File: src/hdl/fbpa_ram.sv
// generic single-write, single-read ram with registered read data
// no dependencies
module fbpa_ram #(
  parameter int WIDTH = 8,
  parameter int DEPTH = 16
) (
  input  logic                     clk,
  input  logic                     we,
  input  logic [$clog2(DEPTH)-1:0] waddr,
  input  logic [WIDTH-1:0]         wdata,
  input  logic [$clog2(DEPTH)-1:0] raddr,
  output logic [WIDTH-1:0]         rdata
);

  logic [WIDTH-1:0] mem_r [DEPTH];
  logic [WIDTH-1:0] rdata_r;

  always_ff @(posedge clk) begin
    if (we) begin
      mem_r[waddr] <= wdata;
    end
    rdata_r <= mem_r[raddr];
  end

  assign rdata = rdata_r;

endmodule

File: config.mk
export PLATFORM = sky130hd
export DESIGN_NAME = fbpa_ram
export DESIGN_NICKNAME = d
export VERILOG_FILES = /design/src/hdl/fbpa_ram.sv
export SDC_FILE = /design/constraint.sdc
export NUM_CORES = 1
export LEC_CHECK = 0
export BUFFER_PORTS_ARGS = -buffer_cell sky130_fd_sc_hd__buf_2
export CAP_MARGIN = 20
export CORE_MARGIN = 4
export CORE_UTILIZATION = 25
export DETAILED_ROUTE_END_ITERATION = 7
export PLACE_DENSITY_LB_ADDON = 0.25
export SLEW_MARGIN = 20
export SYNTH_ARGS = -nofsm -noshare
export SYNTH_HDL_FRONTEND = slang
export SYNTH_SLANG_ARGS = --single-unit
File: constraint.sdc
create_clock -name clk -period 3.6 [get_ports clk]
set_input_delay 0.54 -clock clk [delete_from_list [all_inputs] [get_ports clk]]
set_output_delay 0.54 -clock clk [all_outputs]
set_load 0.03 [all_outputs]
Word-level counts from Yosys, hierarchy flattened
Memory sizes are Yosys's and may differ from the RTL's. A register that Yosys moved wholly into a read port is not among the register bits.
Cells that the tools add are included.
Widths: inputs -> output; s select.

word-level totals
  flip-flop bits (word level) = 0
  RAM bits = 128
  input port bits = 18
  output and inout bits = 8
  logic and storage cells = 3
  memories kept = 1

cells by class
  multiplexer cells = 2

memories
  name   words  width  rd ports  clocked after memory_dff  write ports  line  source
  mem_r  16     8      1         1                         1            15    logic [WIDTH-1:0] mem_r [DEPTH];

operators with widths
  cell    number
  $mux 1  2

Depth between registers and ports, before layout
Gate-level depths: netlist of run 1.

  word-level depth = 2
  gate-level depth with buffers = 5
  depth with buffers taken out = 3

Worst setup path after synthesis of run 1
OpenSTA, ideal clock, no wires.

  path kind = input -> register
  start point = in waddr[2]
  end point = mem mem_r[0][0] (enable)
  setup time = 0.383 ns
  arrival time = 1.650 ns
  data required time = 3.217 ns
  slack = 1.567 ns
  stages on the path = 2
  buffers on the path = 0
  path through = or3b_2 nor3_1

RTL lines
  element          line  source
  start, declared  9     input logic [$clog2(DEPTH)-1:0] waddr,
  end, declared    15

Straight into the memory's write port.

==> metrics.txt, run 1 <==
status=complete, no violations; Final Max Tran Viols=0; CP Max Fanout=23; Worst Path Class, Setup=primary input to flop; P_sw=0.767 mW; netlist area before placement=0.00515 mm2; Req. time, crit path=3.90 ns; clock share of power=0.497; worst vdd ir=0.000327 V; CTS Sinks=136; CTS Hold Bufs=0; first-pass GRT wire length=16000 um; die area=0.0229 mm2; CTS-repair resized insts=0; drt wl/cell=19.3 um; Syn Inst Count=229; largest net degree at the start of global routing=33; Gate power share=0.046; area delta synth->final=21.0%; Post-Syn Nets=247; Root Buffer=clkbuf_16; placed cell areas=0.00557 mm2; Post-DP HPWL=6680 um; Yosys reg bits=136; Final #Nets=287; First DRT Iteration DRCs=139; number of global-route vias before repair=2400; routed length on met3=556 um; pwr/cell area=626 mW/mm2; diode count=0; number of max-cap violations=0; antenna violations before repair=0; Critical Path Start Type=primary input; Syn Area/Cell=22.5 um2; Clock H-tree levels=4; CTS clk-pin slew, worst paths=0.06 ns; Hold Crit Class=primary input to flop; # rows=52; Final Critical Period=2.00 ns; dpl cells=520; Post-CTS Setup Repair Bufs=0; Synth cell types=19; Peak Freq=500 MHz; internal power=3.13 mW; DRC=0; clk_skew=0.00830 ns; final setup vio count=0; cts bufs inserted=17; vias after detailed routing=2328; Flop pwr share=0.457; RSZ-0062 raised after global routing=false; Post-Route WL=10700 um; Max Buffers Root-to-Sink=2; WP data arrival=2.30 ns; GPL Wtd Cong=0.674; Core Area=0.0202 mm2; fin crit share=0.555; CTS tree=yes; Fillers=1935; sw frac=0.197; total gr overflow=0; post-route design area=0.00623 mm2; Worst Tran Pin Value=0.937 ns; Ys Warns=0; Routed met2 length=4770 um; port bufs=25; worst hold margin=0.518 ns; WL met1=5200 um; Die Width=151 um; Worst slew margin=0.373; IO Pins=26; Post-Layout Cell Count=552; CP Capture Type=flop; routed vias/inst=4.22; Final TNS setup=0 ns; post-route ant nets=0; Die H=151 um; sequential-to-total area share from yosys stat=0.778; Final Hold Fails=0; Max Used Layer=met4; Tot GR Track Use=0.100; Initial Util=0.254; Clock Latency Late Sink=0.41 ns; layout cells sized above 1=0.280; drt pass-1 iters=4; Static Leakage=2.05 nW
## cell usage in the layout, fill, tap and decap left out, drive strengths merged, types with 2 or more instances in the layout
cell / netlist / layout
a22oi: 16 / 16
nand2b: 2 / 2
clkbuf: 0 / 18
buf: 7 / 31
clkinv: 0 / 8
nand2: 9 / 9
nor2: 13 / 13
bufinv: 0 / 6
dfxtp: 8 / 8
nor3: 4 / 4
edfxtp: 128 / 128
mux4: 32 / 32
nand3b: 2 / 2
## path summary, 6_finish.rpt
check	from	to	slack, ns	depth (start not counted)
setup / recovery	raddr[0]	rdata[4]$_DFF_P_	1.60	5
hold / removal	wdata[6]	mem_r[14][6]$_DFFE_PP_	0.52	1
setup reg to reg	mem_r[5][2]$_DFFE_PP_	rdata[2]$_DFF_P_	2.21	3
hold reg to reg	mem_r[12][2]$_DFFE_PP_	rdata[2]$_DFF_P_	0.66	3
## worst max-delay path: stages
cell     delay, ns
buf_2         0.61
buf_4         0.30
mux4_1        0.56
a22oi_1       0.19
nand2_1       0.08
## area by class of cell
type / instances / area, um2 / share of cell area
clock buffer: 18 / 429 / 0.0689
clock inverter: 14 / 229 / 0.0368
multi-input combinational: 83 / 1060 / 0.170
sequential: 136 / 4000 / 0.643
tap: 270 / 338 / 0.0542
timing repair buffer: 31 / 170 / 0.0273
## through the flow
stage | worst slack (ns) | util | power (mW)
after floorplan | 1.57 | - | 1.92
after detailed placement | 1.14 | 0.275 | 2.00
after global placement | 1.12 | 0.275 | 2.00
after CTS | 1.58 | 0.308 | 3.93
after global routing | 1.44 | 0.308 | 4.02
final | 1.60 | 0.308 | 3.90
## sequential cells by signal (all words and copies together) (netlist names)
| signal | count |
|---|---|
| mem_r | 128 |
| rdata | 8 |
## synthesized netlist by cell type
cell type,number,area [um2]
nand3b_1,2,15.0
nor3_1,4,20.0
nor2b_1,1,6.26
mux4_1,14,368
dfxtp_1,8,160
mux4_2,18,405
edfxtp_1,128,3840
a22oi_1,16,120
buf_6,3,33.8
nand2_1,9,33.8
and2b_1,1,7.51
clkdlybuf4s25_2,3,30.0
nand3_1,1,5.00
nand2b_1,2,12.5
nor2_1,13,48.8
and2_1,1,6.26
buf_2,3,15.0
buf_4,1,7.51
or3b_2,1,8.76
## per-layer routing
metal  vias to the layer above  global-route usage
li1                       1050                   -
met1                      1203               0.144
met2                        60               0.145
met3                        15              0.0259
met4                         0              0.0391
met5                         -                   0
## power groups by stage
stage / Sequential, mW / Clock [mW] / Combinational (mW)
6_report: 1.78 / 1.94 / 0.180
5_1_grt: 1.78 / 2.04 / 0.197
4_1_cts: 1.78 / 1.97 / 0.185
3_5_place_dp: 1.81 / 0 / 0.184
3_3_place_gp: 1.81 / 0 / 0.182
2_1_floorplan: 1.83 / 0 / 0.0899
## logic make-up after synthesis
group	synth area share
multiplexers	0.150
flip-flops	0.778
buffers and inverters	0.0168
AO/OA/AOI/OAI	0.0233
AND/OR/NAND/NOR	0.0318
Note: power is estimated with default switching activity, not from simulation.
==> run 2, diff against run 1 <==
==> constraint.sdc (replaced) <==
create_clock -name clk -period 1.75 [get_ports clk]
set_input_delay 0.2625 -clock clk [delete_from_list [all_inputs] [get_ports clk]]
set_output_delay 0.2625 -clock clk [all_outputs]
set_load 0.03 [all_outputs]
==> metrics.txt, run 2 (same netlist as run 1, synthesis figures left out) <==
status=complete, no violations (unchanged); cts bufs inserted=17 (unchanged); CTS-repair resized insts=0 (unchanged); max FFs per register=128 (unchanged); Post-Route WL=11200 um (was 10700 um); Max Buffers Root-to-Sink=2 (unchanged); WP data arrival=1.74 ns (was 2.30 ns); post-route design area=0.00645 mm2 (was 0.00623 mm2); CTS Sinks=136 (unchanged); Peak Freq=689 MHz; internal power=6.48 mW (was 3.13 mW); Hold Crit Class=primary input to flop (unchanged); IO Pins=26 (unchanged); DRC=0 (unchanged); pwr/cell area=1240 mW/mm2 (was 626 mW/mm2); layout cells sized above 1=0.338 (was 0.280); Worst slew margin=0.727 (was 0.373); first-pass GRT wire length=16900 um (was 16000 um); CP Max Fanout=1 (was 23); Clock Latency Late Sink=0.41 ns (about the same); antenna violations before repair=0 (unchanged); Final Hold Fails=0 (unchanged); GPL Wtd Cong=0.770 (was 0.674); CTS Hold Bufs=0 (unchanged); Post-CTS Setup Repair Bufs=0 (unchanged); # rows=52 (unchanged); RSZ-0062 raised after global routing=false (unchanged); drt pass-1 iters=7 (was 4); First DRT Iteration DRCs=268 (was 139); vias after detailed routing=2459 (was 2328); CTS tree=yes (unchanged); die area=0.0229 mm2 (unchanged); Final Max Tran Viols=0 (unchanged); Flop pwr share=0.460 (was 0.457); Static Leakage=2.19 nW (was 2.05 nW); clk_skew=0.00540 ns (was 0.00830 ns); number of max-cap violations=0 (unchanged); Critical Path Start Type=flop (was primary input); Post-DP HPWL=7520 um (was 6680 um); Worst Path Class, Setup=flop to flop (was primary input to flop); Root Buffer=clkbuf_16 (unchanged); worst vdd ir=0.000664 V (was 0.000327 V); post-route ant nets=0 (unchanged); area delta synth->final=25.4% (was 21.0%); total gr overflow=0 (unchanged); Die Width=151 um (unchanged); number of global-route vias before repair=2571 (was 2400); P_sw=1.50 mW (was 0.767 mW); routed vias/inst=4.28 (was 4.22); Tot GR Track Use=0.105 (was 0.100); port bufs=25 (unchanged); diode count=0 (unchanged); Fillers=1933 (was 1935); reg2reg setup slack=0.30 ns (was 2.21 ns); Clock H-tree levels=4 (unchanged); Core Area=0.0202 mm2 (unchanged); sw frac=0.188 (was 0.197); Post-Layout Cell Count=575 (was 552); fin crit share=0.829; CP Capture Type=flop (unchanged); Final #Nets=310 (was 287); final setup vio count=0 (unchanged); Req. time, crit path=2.04 ns (was 3.90 ns); Top reg by flops=mem_r (unchanged); commonest non-fill, non-tap cell in the layout=edfxtp_1 (unchanged); CTS clk-pin slew, worst paths=0.06 ns (about the same); dpl cells=543 (was 520); drt wl/cell=19.5 um (was 19.3 um); Die H=151 um (unchanged); largest net degree at the start of global routing=20 (was 33); commonest cells after routing, fill and taps aside=128 x edfxtp_1, 25 x buf_2, 25 x buf_4 (was 128 x edfxtp_1, 25 x buf_2, 18 x mux4_2); Gate power share=0.051 (was 0.046); clock share of power=0.489 (was 0.497); placed cell areas=0.00580 mm2 (was 0.00557 mm2); Final Critical Period=1.45 ns; Worst Tran Pin Value=0.409 ns (was 0.937 ns); Initial Util=0.254 (unchanged)
-- run 2: changes by cell type in the layout (fill, tap and decap cells not counted), sizes merged --
| cell | delta |
|---|---|
| bufinv | -1 |
| buf | +23 |
| clkbuf | +5 |
| clkinv | -4 |
-- run 2: layout make-up --
| cell class | count | area [um2] | area share |
|---|---|---|---|
| Sequential cell | 136 | 4000 | 0.620 |
| Multi-Input combinational cell | 83 | 1060 | 0.165 |
| Clock buffer | 23 | 488 | 0.0756 |
| Timing Repair Buffer | 54 | 393 | 0.0609 |
| Tap cell | 270 | 338 | 0.0523 |
| Clock inverter | 9 | 169 | 0.0262 |
-- run 2: metrics by stage --
stage	power, mW	utilization	hold slack (ns)	worst slack, ns	setup TNS, ns
2_1_floorplan	3.95	-	0.361	0.221	0
3_3_place_gp	4.15	0.286	0.649	0.00687	0
3_5_place_dp	4.15	0.286	0.666	-0.0148	-0.0148
4_1_cts	8.09	0.319	0.225	0.317	0
5_1_grt	8.26	0.319	0.245	0.246	0
6_report	7.97	0.319	0.241	0.299	0
-- run 2: critical path, stage by stage, from the launching register on --
cell,delay (ns)
edfxtp_1,0.35
mux4_1,0.54
a22oi_1,0.32
nand2_1,0.11
-- run 2: final timing paths --
check                                to                   start  cells past startpoint
setup / recovery       rdata[2]$_DFF_P_   mem_r[6][2]$_DFFE_PP_                      3
hold / removal    mem_r[5][5]$_DFFE_PP_                wdata[5]                      1
setup reg to reg       rdata[2]$_DFF_P_   mem_r[6][2]$_DFFE_PP_                      3
hold reg to reg        rdata[2]$_DFF_P_  mem_r[14][2]$_DFFE_PP_                      3
-- run 2: power by group through the flow --
stage	clock [mW]	sequential, mW	combinational, mW
floorplan	0	3.77	0.185
global placement	0	3.74	0.409
detailed placement	0	3.74	0.417
CTS	4.00	3.67	0.418
global route	4.14	3.67	0.444
finish	3.90	3.67	0.410
-- run 2: layer usage --
layer  up-vias  global-route usage  routed length [um]
met2        48               0.150                5030
met4         0              0.0364                 126
met3         9              0.0283                 351
met5         -                   0                   0
li1       1101                   -                   -
met1      1301               0.154                5680
