`src/hdl/fbpa_div.sv`:
```
// radix-2 restoring divider, one quotient bit per cycle
// no dependencies
module fbpa_div #(
  parameter int DVD_W = 32,
  parameter int DVS_W = 17
) (
  input  logic             clk,
  input  logic             rst_n,
  input  logic             start,
  input  logic [DVD_W-1:0] dividend,
  input  logic [DVS_W-1:0] divisor,
  output logic             done,
  output logic [DVD_W-1:0] quotient,
  output logic [DVS_W-1:0] remainder
);

  localparam int CNT_W = $clog2(DVD_W);

  logic             busy_r;
  logic             done_r;
  logic [CNT_W-1:0] cnt_r;
  logic [DVD_W-1:0] quo_r;
  logic [DVS_W-1:0] rem_r;
  logic [DVS_W-1:0] div_r;
  logic [DVS_W:0]   rem_sh;
  logic [DVS_W:0]   rem_sub;
  logic             fits;

  always_comb begin
    rem_sh  = {rem_r, quo_r[DVD_W-1]};
    rem_sub = rem_sh - {1'b0, div_r};
    fits    = (rem_sh >= {1'b0, div_r});
  end

  always_ff @(posedge clk) begin
    if (!rst_n) begin
      busy_r <= 1'b0;
      done_r <= 1'b0;
      cnt_r  <= '0;
    end else begin
      done_r <= 1'b0;
      if (start) begin
        busy_r <= 1'b1;
        cnt_r  <= '0;
        quo_r  <= dividend;
        rem_r  <= '0;
        div_r  <= divisor;
      end else if (busy_r) begin
        quo_r <= {quo_r[DVD_W-2:0], fits};
        rem_r <= fits ? rem_sub[DVS_W-1:0] : rem_sh[DVS_W-1:0];
        cnt_r <= cnt_r + CNT_W'(1);
        if (cnt_r == CNT_W'(DVD_W - 1)) begin
          busy_r <= 1'b0;
          done_r <= 1'b1;
        end
      end
    end
  end

  assign done      = done_r;
  assign quotient  = quo_r;
  assign remainder = rem_r;

endmodule

```
`config.mk`:
```
export PLATFORM = sky130hd
export DESIGN_NAME = fbpa_div
export DESIGN_NICKNAME = d
export VERILOG_FILES = /design/src/hdl/fbpa_div.sv
export SDC_FILE = /design/constraint.sdc
export NUM_CORES = 1
export LEC_CHECK = 0
export ABC_AREA = 1
export BUFFER_PORTS_ARGS = -buffer_cell sky130_fd_sc_hd__buf_2
export CAP_MARGIN = 20
export CORE_MARGIN = 8
export CORE_UTILIZATION = 54
export CTS_CLUSTER_DIAMETER = 60
export CTS_CLUSTER_SIZE = 25
export DETAILED_ROUTE_END_ITERATION = 7
export GPL_TIMING_DRIVEN = 0
export PLACE_DENSITY = 0.8
export SYNTH_ARGS = -nofsm -noshare
export SYNTH_HDL_FRONTEND = slang
export SYNTH_SLANG_ARGS = --single-unit
```
`constraint.sdc`:
```
create_clock -name clk -period 2.45 [get_ports clk]
set_clock_uncertainty 0.1 [all_clocks]
set_input_delay 0 -clock clk [delete_from_list [all_inputs] [get_ports clk]]
set_output_delay 0 -clock clk [all_outputs]
set_load 0.01 [all_outputs]
```
Word level (Yosys, flattened, before mapping)
Cells that the tools add are included.

Output and inout port bits: 50. Register bits: 73. Logic and storage cells: 25. Input bits: 52.

Add/subtract/negate cells: 2. $lt $le $gt $ge: 1. Multiplexer cells: 8. Equal/unequal tests: 1. Bitwise operators: 2. Reduce and logical (&&, ||, !) cells: 5.

Operators by type and width (count): 2-to-1 mux 32 bit (2); 2-to-1 mux 17 bit (2); greater-or-equal comparator 18 x 17 -> 1 bit (1); subtractor 17 bit (1); adder 5 x 1 -> 5 bit, second input constant (1); == test 5 bit, second input constant (1); 2-to-1 mux 1 bit (4); AND reduction 2 bit (2); OR reduction 3 bit (1); NOT 1 bit (2); nonzero test 2 bit (1); OR reduction 2 bit (1).

Logic depth before layout (Yosys ltp)
Gate-level depths: netlist of the first run.

Depth in word-level cells: 4. Gate-level depth with buffers: 15. Gate-level depth less buffers: 14.

Worst setup path before layout of the first run
No wires, ideal clock.

Path kind: reg-to-reg. Start: register quo_r[31] (netlist: quotient[31]). End: register rem_r[12] (netlist: remainder[12]), data pin. Required time: 2.096 ns. Path slack: 0.223 ns. Cell stages (with the launch flop): 12. Arrival: 1.873 ns. Path buffers: 1. Period minus slack after synthesis: 2.227 ns. Library setup time: 0.254 ns. Cells stage by stage: edfxtp_1 > inv_1 > ha_1 > inv_1 > fa_1 > nand3_2 > nand3b_4 > nand2_8 > nand2_8 > buf_12 > nor2_1 > nor2_2.

Longest elaborated chain between the ends: 3. Elaborated cells on any way between the ends: 4. Those cells by class: add/sub (1); order compare (1); mux (2).

Ends and longest elaborated chain: start: declaration (line 22) `logic [DVD_W-1:0] quo_r;`; start signal: assignment (line 45) `quo_r <= dividend;`; start signal: assignment (line 49) `quo_r <= {quo_r[DVD_W-2:0], fits};`; subtractor 17 bit or greater-or-equal comparator 18 x 17 -> 1 bit (tied branches) (line 31, 32); 2-to-1 mux 17 bit * (line 50) `rem_r <= fits ? rem_sub[DVS_W-1:0] : rem_sh[DVS_W-1:0];`; 2-to-1 mux 17 bit * (line 48) `end else if (busy_r) begin`; end signal: assignment (line 50); end: declaration (line 23) `logic [DVS_W-1:0] rem_r;`.

Mark *: on every way between the ends. The rest lies on a longest branch, timed or not. The select of a mux whose other input is x is not followed. A chain may end at the register's enable or synchronous reset.

Worst setup path after layout of the first run
Ends and elaborated chain as after synthesis.

==> qor.csv, run 1 <==
stage;metric;value;unit
pwr;total power;3.991;mW
timing;Final setup viols;0;
worst_setup_path;critical-path cell list;inv_1 -> ha_1 -> inv_2 -> fa_2 -> nand3_2 -> nand3b_4 -> nand2_8 -> nand2_8 -> buf_12 -> nor2_1 -> nor2_2;
routing;drt wl/cell;15.66;um
finish;Area Overhead vs Synth;33.70;%
pwr;worst IR drop on VDD;0.0003650;V
worst_setup_path;CP max FO;10;
timing;Fmax;428.5;MHz
worst_setup_path;Reg2Reg Depth;11;
synth;largest cells by area after synthesis;edfxtp_1 (46%), nand2_1 (19%), inv_1 (6.1%);
grt;GR Util met3;0.06882;
grt;number of global-route vias before repair;4255;
worst_hold_path;Worst Hold End;busy_r;
cts;CTS Root Cell;clkbuf_8;
synth;Seq cells post-synth;73;
worst_setup_path;Slowest-stage cell, CP;edfxtp_1;
placed_design;dpl cells;722;
worst_hold_path;Min-Delay Path Depth;3;
placed_design;GP Congestion;0.8949;
die;Ports;102;
pwr;total leakage power;2.869;nW
cts;# H-tree levels;3;
cts;CTS sink cnt;73;
worst_setup_path;FF-to-FF Start;quotient[31];
grt;GR peak layer;met2;
timing;Final Critical Period;2334;ps
die;initial core utilization;0.5563;
placed_design;Buffers on Ports;100;
worst_setup_path;cell mode on critical path;nand2_8;
die;Die ar.;0.01107;mm2
worst_setup_path;Crit. Startpoint;quotient[31];
grt;initial antenna violation count;0;
cts;number of buffers created by CTS;9;
grt;Total GRT Usage;0.2245;
placed_design;Detailed Place HPWL;8208;um
synth;mapped cell area;0.004299;mm2
grt;global-route wire length before repair;20180;um
die;total core area;0.007727;mm2
finish;Post-Layout Cell Count;793;
finish;Diodes inserted;0;
timing;Tightest Pin Transition;793.2;ps
worst_setup_path;Largest stage delay, worst path;410;ps
synth;Synth top area share;0.4610;
synth;most used standard cell by instance count after synthesis;nand2_1;
synth;area leader, netlist;edfxtp_1;
worst_setup_path;worst r2r dst;remainder[12];
worst_setup_path;Largest delay share family, worst path;simple AND/OR/NAND/NOR gates;
worst_setup_path;kind of critical path;reg -> reg;
pwr;pwr dens;694.2;mW/mm2
worst_setup_path;r2r setup slk;120;ps
synth;synth cell count leaders;nand2_1 (216), inv_1 (70), edfxtp_1 (66);
worst_setup_path;CP Capture Type;register;
finish;Final Util;0.7438;
synth;net count after synthesis;591;
worst_setup_path;Buf/Inv on CP;3;
worst_hold_path;Hold Startpoint;start;
routing;DRT antenna net count;0;
routing;DR vias;4099;
die;overall die width;105.2;um
grt;global-route track usage on met1;0.2619;
flow_run;maxcap violations;0;
synth;EDFF count, synth;66;
timing;worst hold margin;49.30;ps
grt;gr ovfl total;0;
synth;ys flop type;edfxtp_1;
outcome;status;finished, final reports clean;
synth;Syn Inst Count;519;
routing;First-pass DRT Iterations;5;
routing;Via density;5.169;
routing;Remaining DRCs;0;
cts;clk_lat worst skew;360;ps
routing;final wirelength;12420;um
timing;Max-slew headroom;0.4706;
worst_setup_path;Worst Path Required;2460;ps
worst_hold_path;Worst Hold Class;in -> reg;
worst_setup_path;CP startpoint kind;register;
synth;Netlist cell types;34;
synth;yosys warns;0;
timing;Final Hold Fails;0;
cts;TritonCTS clock tree;done;
synth;post-synthesis sequential area ratio;0.4936;
die;Vert. Die Dim;105.2;um
routing;Iteration-0 DRC Markers;263;
cts;CTS Buffer Depth;2;
synth;syn avg cell area;8.283;um2
timing;max-slew violations;0;
cts;clock-pin slew on the worst setup and hold paths;90;ps
finish;share of cells above drive strength 1;0.2344;
grt;largest net degree at the start of global routing;32;
die;Rows;32;
worst_setup_path;Critical Path AT;2350;ps
synth;async set-reset flop share out of synthesis;0;
timing;crit share post-route;0.9525;
finish;Final nets;758;
grt;routing usage on met2;0.3777;
## final cells by class
class	instances	area, um2
timing repair buffer	156	1059
multi-input combinational	362	1857
buffer	11	66.31
sequential	73	2122
fill	546	1979
tap	102	127.6
clock buffer	10	127.6
clock inverter	6	115.1
inverter	73	274.0
## cell usage in the layout (no fill, tap or decap), types with 5 or more instances in the layout
master         instances
nand2_1              212
nand2_2               10
nor3_1                 7
a21oi_1                8
nand3_2                5
edfxtp_1              66
clkbuf_1               9
dlygate4sd3_1         50
dfxtp_1                7
ha_1                  18
buf_4                  5
buf_2                101
nor2_1                36
nand3b_1               8
clkbuf_8               9
inv_1                 69
nand3_1               19
nor2_2                11
## power breakdown
part / internal, mW / switching (mW) / total, mW
clock: 0.683 / 0.497 / 1.18
combinational: 0.489 / 0.730 / 1.22
sequential: 1.52 / 0.0763 / 1.59
## routing by layer
metal  up-vias  share of wire
li1       1972              -
met1      1893           0.39
met2       207           0.50
met3        27          0.095
met4         0          0.018
met5         -              0
## state kept, by name, summed over array words and instances, names as in the netlist
register   flops
quotient      32
cnt_r          5
remainder     17
div_r         17
busy_r         1
done           1
## metrics by stage
| stage | TNS [ps] | setup WS, ps | area (um2) |
|---|---|---|---|
| 6_report | 0 | 116.3 | 5748 |
| 3_5_place_dp | -12.14 | -12.14 | 4950 |
| 5_1_grt | -28.13 | -16.88 | 5748 |
| 3_3_place_gp | -6082 | -126.1 | 4927 |
| 4_1_cts | 0 | 35.13 | 5695 |
| 2_1_floorplan | 0 | 223.2 | 4299 |
## cell families (layout without fill, tap and decap cells)
family                   after synthesis  after routing  synth area share
flip-flops                            73             73            0.4936
XOR/XNOR                               8              8           0.01630
AO/OA/AOI/OAI                         15             15           0.02357
adder cells (fa/ha/maj)               20             20           0.05995
buffers and inverters                 84            256           0.07916
AND/OR/NAND/NOR                      319            319            0.3274
## worst max path at each step
| stage | cells past startpoint | end | slack, ps |
|---|---|---|---|
| after global placement | 2 | remainder[16] | -130 |
| after global routing | 11 | remainder[12] | -20 |
| after floorplan | 11 | remainder[12] | 220 |
| final | 11 | remainder[12] | 120 |
| after detailed placement | 12 | remainder[16] | -10 |
| after CTS | 10 | remainder[16] | 40 |
## tightest hold or removal path, stage by stage
cell and delay [ps]:
clkbuf_1 190, nand2_1 170, o21ai_0 90
## repair_timing
action,4_1_cts,5_1_grt
gates resized for setup,1,6
pin swaps,0,3
setup endpoints to repair,4,8
buffers inserted,0,5
hold buffers,50,0
hold endpoints to repair,56,0
(Power assumes the default switching activity.)
==> inputs of run 2 (changes only) <==
Settings changed: CELL_PAD_IN_SITES_DETAIL_PLACEMENT from default to 1, CELL_PAD_IN_SITES_GLOBAL_PLACEMENT from default to 1, CORE_UTILIZATION 54 to 40, PLACE_DENSITY 0.8 to default, PLACE_DENSITY_LB_ADDON from default to 0.1.
==> run 2 against run 1 <==
Effect of this change: critical path depth up 2; via count fell by 2.9%; critical path type unchanged; critical endpoint unchanged; core utilization down 20 points; final cell count up 4.8%; sequential cell count did not move; clock-buffer cell count stayed put; non-clock buffer count stayed put; die area increased by 29%; fmax about the same.
==> qor.csv, run 2 (synthesized netlist as in run 1, its figures left out) <==
stage;metric;value;unit
grt;number of global-route vias before repair;4413;
finish;Largest register FFs;32;
routing;DRT antenna net count;0;
worst_setup_path;CP Capture Type;register;
placed_design;Detailed Place HPWL;9357;um
routing;First-pass DRT Iterations;4;
placed_design;dpl cells;760;
placed_design;Buffers on Ports;100;
worst_hold_path;Worst Hold Class;in -> reg;
cts;CTS Root Cell;clkbuf_8;
die;Die ar.;0.01432;mm2
worst_setup_path;cell mode on critical path;nand2_1;
timing;Final setup viols;0;
worst_setup_path;CP max FO;10;
grt;Total GRT Usage;0.1888;
die;Ports;102;
pwr;pwr dens;663.5;mW/mm2
finish;Area Overhead vs Synth;35.27;%
routing;DR vias;3982;
cts;TritonCTS clock tree;done;
timing;Fmax;428.8;MHz
timing;Final Hold Fails;0;
cts;number of buffers created by CTS;9;
die;Rows;38;
cts;# H-tree levels;3;
routing;drt wl/cell;16.10;um
grt;global-route wire length before repair;21710;um
grt;initial antenna violation count;0;
finish;share of cells above drive strength 1;0.2533;
die;Vert. Die Dim;119.7;um
flow_run;maxcap violations;0;
routing;Iteration-0 DRC Markers;147;
placed_design;GP Congestion;0.8525;
worst_setup_path;FF-to-FF Start;remainder[2];
timing;Final TNS setup;0;ps
finish;Final Util;0.5461;
finish;most frequent cells in the layout;nand2_1 (210), buf_2 (101), inv_1 (69);
grt;largest net degree at the start of global routing;32;
cts;CTS sink cnt;73;
finish;Final nets;758;
finish;Post-Layout Cell Count;831;
timing;Final Critical Period;2332;ps
finish;commonest non-fill, non-tap cell in the layout;nand2_1;
die;total core area;0.01065;mm2
pwr;worst IR drop on VDD;0.0003474;V
die;overall die width;119.7;um
timing;Max-slew headroom;0.4850;
worst_setup_path;Crit. Startpoint;remainder[2];
finish;Diodes inserted;0;
cts;clk_lat worst skew;360;ps
worst_setup_path;critical-path cell list;ha_1 -> buf_6 -> nand2_2 -> nand2_1 -> nand2_1 -> nand2_1 -> nand2_2 -> nand3b_4 -> nand2_8 -> nand2_8 -> buf_12 -> nor2_2 -> nor2_2;
worst_setup_path;Largest stage delay, worst path;420;ps
cts;clock-pin slew on the worst setup and hold paths;80;ps
routing;Via density;4.792;
pwr;total power;3.859;mW
worst_setup_path;kind of critical path;reg -> reg;
worst_setup_path;CP startpoint kind;register;
pwr;total leakage power;2.842;nW
cts;CTS Buffer Depth;2;
worst_setup_path;Critical Path AT;2350;ps
timing;crit share post-route;0.9520;
timing;max-slew violations;0;
timing;worst hold margin;49.66;ps
timing;Tightest Pin Transition;772.5;ps
worst_hold_path;Hold Startpoint;start;
worst_setup_path;Slowest-stage cell, CP;edfxtp_1;
die;initial core utilization;0.4037;
routing;final wirelength;13380;um
outcome;status;finished, final reports clean;
grt;gr ovfl total;0;
worst_setup_path;Worst Path Required;2460;ps
routing;Remaining DRCs;0;
-- run 2: final cells by class --
| type | instances | area (um2) |
|---|---|---|
| Fill cell | 1282 | 4835 |
| Timing Repair Buffer | 156 | 1059 |
| Buffer | 11 | 66.31 |
| Tap cell | 140 | 175.2 |
| Inverter | 73 | 274.0 |
| Multi-Input combinational cell | 362 | 1924 |
| Clock buffer | 10 | 127.6 |
| Sequential cell | 73 | 2122 |
| Clock inverter | 6 | 67.56 |
-- run 2: worst max-delay path: cells and delay by family (launching register included) --
kind	cells	cell delay, ps
fa+ha+maj	1	320
buf+inv	2	320
flops	1	420
simple gates	10	900
-- run 2: timing repair --
| action | CTS | global route |
|---|---|---|
| endpoints found under the setup margin | 6 | 14 |
| buffers inserted | 1 | 4 |
| endpoints found under the hold margin | 56 | 0 |
| hold buffers | 50 | 0 |
| resized for setup | 1 | 23 |
| pin swaps | 1 | 3 |
-- run 2: worst paths after layout --
check | end | slack, ps | cells past startpoint
setup / recovery | remainder[12] | 120 | 13
hold / removal | quotient[31] | 50 | 3
setup reg to reg | remainder[12] | 120 | 13
hold reg to reg | cnt_r[4] | 400 | 2
-- run 2: stage by stage --
step / cell area (um2) / setup slack, ps
2_1_floorplan: 4299 / 223.2
4_1_cts: 5703 / 0.2214
3_3_place_gp: 4975 / -253.7
6_report: 5816 / 117.7
5_1_grt: 5816 / -6.457
3_5_place_dp: 4997 / -49.49
-- run 2: report_power, final --
part           switching [mW]  total (mW)  leakage, nW  internal [mW]
registers              0.0786        1.59        0.697           1.51
clock network           0.511       0.986       0.0929          0.475
logic                   0.769        1.28         2.05          0.510
-- run 2: metal layers --
metal  global-route usage  share of wire
met2               0.3360           0.52
met3              0.06059          0.065
met1               0.2072           0.40
met4              0.06557          0.011
met5                    0              0
